### src/rtl/maa_pkg.sv
// ----------------------------------------------------------------------------
// maa_pkg
// Shared types and constants for the motion activity accumulator.
// ----------------------------------------------------------------------------
`default_nettype none

package maa_pkg;

  // field widths
  localparam int unsigned AccelW  = 8;
  localparam int unsigned ThreshW = 8;
  localparam int unsigned LevelW  = 10;
  localparam int unsigned ChangeW = 10;
  localparam int unsigned TotalW  = 32;
  localparam int unsigned AddrW   = 3;
  localparam int unsigned DataW   = 32;

  // register map
  localparam logic [AddrW-1:0] AddrThreshold = 3'd0;
  localparam logic [AddrW-1:0] AddrLevel     = 3'd4;

  // reset values
  localparam logic [ThreshW-1:0] ThresholdReset = 8'd2;
  localparam logic [LevelW-1:0]  LevelReset     = 10'h024;

  // item codes
  localparam logic OpSample = 1'b0;
  localparam logic OpLoad   = 1'b1;

  typedef logic signed [AccelW-1:0] accel_t;
  typedef logic [TotalW-1:0]        total_t;

  // registered input word
  typedef struct packed {
    logic   op;
    accel_t accel_x;
    accel_t accel_y;
    accel_t accel_z;
    logic   sensor_is_slow;
    total_t load_value;
  } maa_item_t;

  // result word
  typedef struct packed {
    logic               sample_used;
    logic [ChangeW-1:0] sample_change;
    total_t             activity_total;
    logic               request_fast;
  } maa_result_t;

endpackage

`default_nettype wire

### src/rtl/maa_axis.sv
// ----------------------------------------------------------------------------
// maa_axis
// One axis: halving smoother and thresholded absolute change.
// ----------------------------------------------------------------------------
`default_nettype none

module maa_axis (
  input  wire  maa_pkg::accel_t              raw,
  input  wire  maa_pkg::accel_t              history,
  input  wire  maa_pkg::accel_t              previous,
  input  wire  logic                         ref_pending,
  input  wire  logic [maa_pkg::ThreshW-1:0]  threshold,
  output maa_pkg::accel_t                    smoothed,
  output logic [maa_pkg::AccelW-1:0]         change
);
  import maa_pkg::*;

  logic signed [AccelW:0] pair_sum;
  logic signed [AccelW:0] sum_adj;
  accel_t                 base;
  logic signed [AccelW:0] diff;
  logic [AccelW:0]        mag;

  // (x + y) / 2 truncated toward zero: bias negative sums by one, then shift
  assign pair_sum = {raw[AccelW-1], raw} + {history[AccelW-1], history};
  assign sum_adj  = pair_sum + {{AccelW{1'b0}}, pair_sum[AccelW]};
  assign smoothed = sum_adj[AccelW:1];

  // first smoothed sample is its own reference
  assign base = ref_pending ? smoothed : previous;
  assign diff = {smoothed[AccelW-1], smoothed} - {base[AccelW-1], base};
  assign mag  = diff[AccelW] ? (~diff + 1'b1) : diff;

  // small changes count as zero
  assign change = (mag[AccelW-1:0] >= threshold) ? mag[AccelW-1:0] : '0;

endmodule

`default_nettype wire

### src/rtl/motion_activity_accumulator_unit.sv
// A word accepted into the input register moves to the result register, or to the skid
// stage while the output stalls. Throughput: one word per cycle while out_stall stays low; the
// input register feeds a single layer of filter, change and total logic into the result register.
// Reset (rst, synchronous): filter unprimed, history and total zero,
// change_threshold 2, fast_switch_level 36, no words in flight.
// ----------------------------------------------------------------------------
// motion_activity_accumulator_unit
// Smooths three-axis samples and accumulates thresholded motion activity.
// ----------------------------------------------------------------------------
`default_nettype none

module motion_activity_accumulator_unit (
  input  wire  logic                            clk,
  input  wire  logic                            rst,
  // configuration port
  input  wire  logic                            psel,
  input  wire  logic                            penable,
  input  wire  logic                            pwrite,
  input  wire  logic [maa_pkg::AddrW-1:0]       paddr,
  input  wire  logic [maa_pkg::DataW-1:0]       pwdata,
  output logic [maa_pkg::DataW-1:0]             prdata,
  output logic                                  pready,
  // input channel
  input  wire  logic                            in_valid,
  output logic                                  in_stall,
  input  wire  logic                            op,
  input  wire  maa_pkg::accel_t                 accel_x,
  input  wire  maa_pkg::accel_t                 accel_y,
  input  wire  maa_pkg::accel_t                 accel_z,
  input  wire  logic                            sensor_is_slow,
  input  wire  maa_pkg::total_t                 load_value,
  // output channel
  output logic                                  out_valid,
  input  wire  logic                            out_stall,
  output logic                                  sample_used,
  output logic [maa_pkg::ChangeW-1:0]           sample_change,
  output maa_pkg::total_t                       activity_total,
  output logic                                  request_fast
);
  import maa_pkg::*;

  typedef enum logic [1:0] {
    PH_UNPRIMED = 2'd0,
    PH_PRIMED   = 2'd1,
    PH_REF_SET  = 2'd2
  } phase_t;

  // configuration
  logic [ThreshW-1:0] change_threshold;
  logic [LevelW-1:0]  fast_switch_level;
  logic               cfg_write;

  // filter and total state
  phase_t  filter_phase;
  accel_t  history   [3];
  accel_t  previous  [3];
  total_t  activity_sum;

  // pipeline registers
  maa_item_t   s1_item;
  logic        s1_valid;
  maa_result_t out_word;
  maa_result_t skid_word;
  logic        skid_full;

  logic        in_accept;
  logic        s1_move;
  logic        out_take;

  accel_t           raw       [3];
  accel_t           smoothed  [3];
  logic [AccelW-1:0] axis_change [3];
  logic [ChangeW-1:0] change_sum;
  total_t           sum_next;
  maa_result_t      result;
  logic             ref_pending;

  // register port
  assign pready    = 1'b1;
  assign cfg_write = psel & penable & pwrite & pready;

  always_comb begin
    prdata = '0;
    if (paddr[2] == AddrLevel[2]) begin
      prdata = {{(DataW-LevelW){1'b0}}, fast_switch_level};
    end else begin
      prdata = {{(DataW-ThreshW){1'b0}}, change_threshold};
    end
  end

  always_ff @(posedge clk) begin
    if (rst) begin
      change_threshold  <= ThresholdReset;
      fast_switch_level <= LevelReset;
    end else if (cfg_write) begin
      if (paddr[2] == AddrLevel[2]) begin
        fast_switch_level <= pwdata[LevelW-1:0];
      end else begin
        change_threshold <= pwdata[ThreshW-1:0];
      end
    end
  end

  // handshakes
  assign in_stall  = skid_full & s1_valid;
  assign in_accept = in_valid & ~in_stall;
  assign s1_move   = s1_valid & ~skid_full;
  assign out_take  = out_valid & ~out_stall;

  // input register
  always_ff @(posedge clk) begin
    if (rst) begin
      s1_valid <= 1'b0;
    end else begin
      s1_valid <= in_accept | (s1_valid & ~s1_move);
    end
  end

  always_ff @(posedge clk) begin
    if (in_accept) begin
      s1_item.op             <= op;
      s1_item.accel_x        <= accel_x;
      s1_item.accel_y        <= accel_y;
      s1_item.accel_z        <= accel_z;
      s1_item.sensor_is_slow <= sensor_is_slow;
      s1_item.load_value     <= load_value;
    end
  end

  // per-axis filter and change
  assign raw[0]      = s1_item.accel_x;
  assign raw[1]      = s1_item.accel_y;
  assign raw[2]      = s1_item.accel_z;
  assign ref_pending = (filter_phase == PH_PRIMED);

  for (genvar g = 0; g < 3; g++) begin : g_axis
    maa_axis u_axis (
      .raw         (raw[g]),
      .history     (history[g]),
      .previous    (previous[g]),
      .ref_pending (ref_pending),
      .threshold   (change_threshold),
      .smoothed    (smoothed[g]),
      .change      (axis_change[g])
    );
  end

  // sum of axis changes and running total
  assign change_sum = {2'b00, axis_change[0]} + {2'b00, axis_change[1]}
                    + {2'b00, axis_change[2]};
  assign sum_next   = activity_sum + {{(TotalW-ChangeW){1'b0}}, change_sum};

  // result word
  always_comb begin
    result.sample_used    = 1'b0;
    result.sample_change  = '0;
    result.activity_total = activity_sum;
    result.request_fast   = 1'b0;
    if (s1_item.op == OpLoad) begin
      result.activity_total = s1_item.load_value;
    end else if (filter_phase != PH_UNPRIMED) begin
      result.sample_used    = 1'b1;
      result.sample_change  = change_sum;
      result.activity_total = sum_next;
      result.request_fast   = (change_sum > fast_switch_level) & s1_item.sensor_is_slow;
    end
  end

  // state update
  always_ff @(posedge clk) begin
    if (rst) begin
      filter_phase <= PH_UNPRIMED;
      activity_sum <= '0;
      for (int i = 0; i < 3; i++) begin
        history[i]  <= '0;
        previous[i] <= '0;
      end
    end else if (s1_move) begin
      activity_sum <= result.activity_total;
      if (s1_item.op == OpSample) begin
        if (filter_phase == PH_UNPRIMED) begin
          filter_phase <= PH_PRIMED;
          for (int i = 0; i < 3; i++) begin
            history[i] <= raw[i];
          end
        end else begin
          filter_phase <= PH_REF_SET;
          for (int i = 0; i < 3; i++) begin
            history[i]  <= smoothed[i];
            previous[i] <= smoothed[i];
          end
        end
      end
    end
  end

  // result register with skid stage
  always_ff @(posedge clk) begin
    if (rst) begin
      out_valid <= 1'b0;
      skid_full <= 1'b0;
    end else if (skid_full) begin
      if (out_take) begin
        skid_full <= 1'b0;
      end
    end else if (s1_move) begin
      if (out_valid & ~out_take) begin
        skid_full <= 1'b1;
      end else begin
        out_valid <= 1'b1;
      end
    end else if (out_take) begin
      out_valid <= 1'b0;
    end
  end

  always_ff @(posedge clk) begin
    if (skid_full) begin
      if (out_take) begin
        out_word <= skid_word;
      end
    end else if (s1_move) begin
      if (out_valid & ~out_take) begin
        skid_word <= result;
      end else begin
        out_word <= result;
      end
    end
  end

  assign sample_used    = out_word.sample_used;
  assign sample_change  = out_word.sample_change;
  assign activity_total = out_word.activity_total;
  assign request_fast   = out_word.request_fast;

endmodule

`default_nettype wire

### config.mk
export PLATFORM = sky130hd
export DESIGN_NAME = motion_activity_accumulator_unit
export DESIGN_NICKNAME = d
export VERILOG_FILES = /design/src/rtl/maa_pkg.sv /design/src/rtl/maa_axis.sv /design/src/rtl/motion_activity_accumulator_unit.sv
export SDC_FILE = /design/constraint.sdc
export NUM_CORES = 1
export LEC_CHECK = 0
export BUFFER_PORTS_ARGS = -buffer_cell sky130_fd_sc_hd__buf_4
export CAP_MARGIN = 0
export CORE_MARGIN = 4
export CORE_UTILIZATION = 35
export DETAILED_ROUTE_END_ITERATION = 12
export SLEW_MARGIN = 15
export SYNTH_ARGS = -nofsm -noshare
export SYNTH_HDL_FRONTEND = slang
export SYNTH_HIERARCHICAL = 1
export SYNTH_SLANG_ARGS = --single-unit
### constraint.sdc
create_clock -name clk -period 13.2 [get_ports clk]
set_clock_uncertainty 0.1 [all_clocks]
set_input_delay 1.32 -clock clk [delete_from_list [all_inputs] [get_ports clk]]
set_output_delay 1.32 -clock clk [all_outputs]
set_load 0.05 [all_outputs]
==> results by group <==
Synth
  – Count of cell types in the netlist: 95
  – Ys flop type: edfxtp_1
  – Yosys warns: 6
  – Ys async rst share: 0%
  – Post-Syn Instances: 1561
  – Post-synth EDFFs: a little under 200
  – Mean post-synth cell area: approximately 10 sq um
  – Post-synthesis sequential area ratio: 43.8%
  – Mapped Area: about 16000 sq um
  – Number of synthesized register bits: ~250

Timing
  – Setup ws final: between 1.5 and 2 ns
  – Slew @ Worst Pin: about 0.94 ns
  – Tcrit/Tclk final: 88.3%
  – Slew Limit Headroom: 37.1%
  – Peak Freq: 85.8 MHz
  – Final min period: between 10 and 15 ns
  – Final setup vio count: 0
  – Final Hold Viols: 0
  – RSZ-0062 raised after global routing: false
  – Max-slew violations: 0
  – Setup tns final: 0 ns

Global routing
  – Initial antenna violation count: 0
  – Total grt overflow: 0
  – Total GRT Usage: roughly 15%
  – Number of global-route vias before repair: about 11000
  – First-pass GRT wire length: around 60 mm
  – Largest net degree at the start of global routing: 85

Place
  – HPWL Detailed: 27.4 mm
  – GP Congestion: roughly 0.8
  – Cell Area, Placed: 17300 sq um
  – Port Buffers: 131
  – Worst slack, placed: approximately 1.6 ns

Final layout
  – Commonest non-fill, non-tap cell in the layout: edfxtp_1
  – Share of cells above drive strength 1: 17.1%
  – Nets: around 1900
  – Design Area, Final: 18400 sq um
  – Fill cell count: approximately 4300
  – FF/Latch Area: 6930 sq um
  – # diodes: 0
  – Commonest non-fill, non-tap cells in the layout: edfxtp_1 (194), nand2_1 (152), buf_4 (143)
  – Area growth from synthesis to layout: 16.2%
  – Multi-input gate area: roughly 8000 sq um

Routing
  – WL per Instance: about 17 microns
  – Drt pass-1 iters: 5
  – Via Count: ~12000
  – Number of remaining DRC errors: 0
  – Avg Vias per Cell: 5.08
  – Drt total wl: 37.9 mm
  – Iteration-0 DRC Markers: ~680
  – Antenna Nets Post-Route: 0

CTS
  – Setup bufs post-CTS: 0
  – CTS tree: built
  – Worst-path clk slew: approximately 0.06 ns
  – H-tree depth: 1
  – Num CTS Buffers: 31
  – Hold-fix buffers, CTS: 0
  – Clk root buf: clkbuf_16
  – Clk Latency, worst-skew pair: approximately 0.6 ns
  – Clock Tree Buf Depth: 3
  – Clock sink total: 249
  – Number of gates resized after CTS: 0

Worst hold path
  – Worst min path class: flop to flop
  – Beginning of the worst hold path: fast_switch_level[8]
  – WHS Path Cells: 2

Floorplanning
  – Die ar.: 48600 sq um
  – Die span in x: between 200 and 250 microns
  – Row count: 77
  – Core Footprint: roughly 44000 sq um
  – Top Ports: between 150 and 200
  – Die Ht: between 200 and 250 microns
  – Starting Density: about 36%

Critical path
  – CP Launch Type: flop
  – Critical-path top delay cell: a211oi_1
  – Setup Crit Path Kind: flop to flop
  – CP required: between 10 and 15 ns
  – Reg2reg setup slack: approximately 1.5 ns
  – Reg-to-reg startpoint: raw[16]
  – Endpoint class of the critical path: flop
  – CP Launch Point: raw[16]
  – Worst-path maximum fanout: 10
  – Critical Path Most Common Cell: a21o_1
  – R2R depth: 48
  – Crit path largest cell delay: 0.73 ns
  – Arrival @ worst endpoint: 11.90 ns

Outcome
  – Status: finished clean

Job
  – Max_cap viols: 0
## cell families (layout without fill, tap and decap cells)
kind of cell | count (synthesis) | in the layout | share of synthesized area (%)
compound gates | 325 | 325 | 14.1
xor+xnor | 83 | 83 | 4.91
fa+ha+maj | 124 | 124 | 10.6
buf+inv | 179 | 301 | 4.90
flops | 249 | 249 | 43.8
mux | 64 | 64 | 4.35
other cells | 2 | 23 | 0.0475
simple gates | 535 | 535 | 17.3
## layer usage
layer	vias up	GRT usage, %	part of all wire, %
met1	5516	20.5	46
li1	5855	-	-
met2	248	25.8	47
met4	0	4.10	2.3
met3	51	2.21	4.6
met5	-	0	0
## sequential cells by signal, summed over array words and instances (netlist names)
signal	count
s1_item	34
raw	24
change_threshold	8
history	24
previous	24
skid_word	44
skid_full	1
filter_phase	2
activity_total	32
fast_switch_level	10
sample_change	10
out_valid	1
sample_used	1
s1_valid	1
request_fast	1
activity_sum	32
## area by class of cell
cell class | count | share of cell area [%]
clock inverters | 24 | 1.23
clock buffers | 34 | 4.40
multi-input cells | 1154 | 44.7
flip-flops and latches | 249 | 37.7
inverters | 100 | 2.04
well taps | 592 | 4.03
repair buffers | 143 | 5.85
## path summary, 6_finish.rpt
check,to
hold reg to reg,fast_switch_level[8]
hold / removal,fast_switch_level[8]
setup / recovery,activity_total[13]
setup reg to reg,activity_total[13]
## synthesized netlist by cell type (4+ instances only)
cell	n	share of area, %
inv_1	100	2.4
or4_1	7	0.33
mux2_2	38	2.7
a31oi_1	18	0.71
and3_1	14	0.55
mux2i_1	26	1.6
nand2_1	152	3.6
o21bai_1	4	0.19
nand2b_1	19	0.75
buf_4	23	1.1
a221o_1	8	0.51
buf_2	4	0.13
or3_1	12	0.48
o31ai_1	11	0.52
xnor2_1	45	2.5
o21ai_1	8	0.25
nor4_1	5	0.20
o22ai_1	4	0.16
a21o_1	51	2.4
or2_2	10	0.40
o221ai_1	5	0.28
edfxtp_1	194	37
o21ai_0	50	1.6
nor2_1	113	2.7
a211oi_1	7	0.33
o21a_1	4	0.19
nand4_1	13	0.51
nand3_1	50	1.6
nand3b_1	12	0.57
a21oi_1	96	3.0
o211ai_1	6	0.29
dfxtp_1	55	7.0
clkbuf_1	44	1.0
and2_1	41	1.6
nor3_1	26	0.82
o41ai_2	4	0.41
ha_1	108	8.6
fa_1	16	2.0
xor2_1	35	1.9
nor2b_1	24	0.95
nor3b_1	9	0.43
buf_1	7	0.17
## per-stage QoR
stage / hold WS [ns] / std cells / util, %
final: 0.355 / 2296 / 41.3
after detailed placement: 0.350 / 2238 / 39.0
after CTS: 0.358 / 2296 / 41.3
after floorplan: 0.336 / 1582 / -
after global placement: 0.342 / 2238 / 39.0
after global routing: 0.399 / 2296 / 41.3
## worst max-delay path: cells and delay by family (launching register included)
kind	cells	cell delay (ns)
AOI/OAI and AO/OA	21	5.13
adders and majority gates	9	2.85
and+or+nand+nor	10	1.76
muxes	2	0.48
xor gates and xnor gates	1	0.38
DFF	1	0.37
buffers and inverters	5	0.36
Power is left out: the tool's default activity adds up to more than one toggle a clock period on the data nets, which glitch-free logic cannot reach.
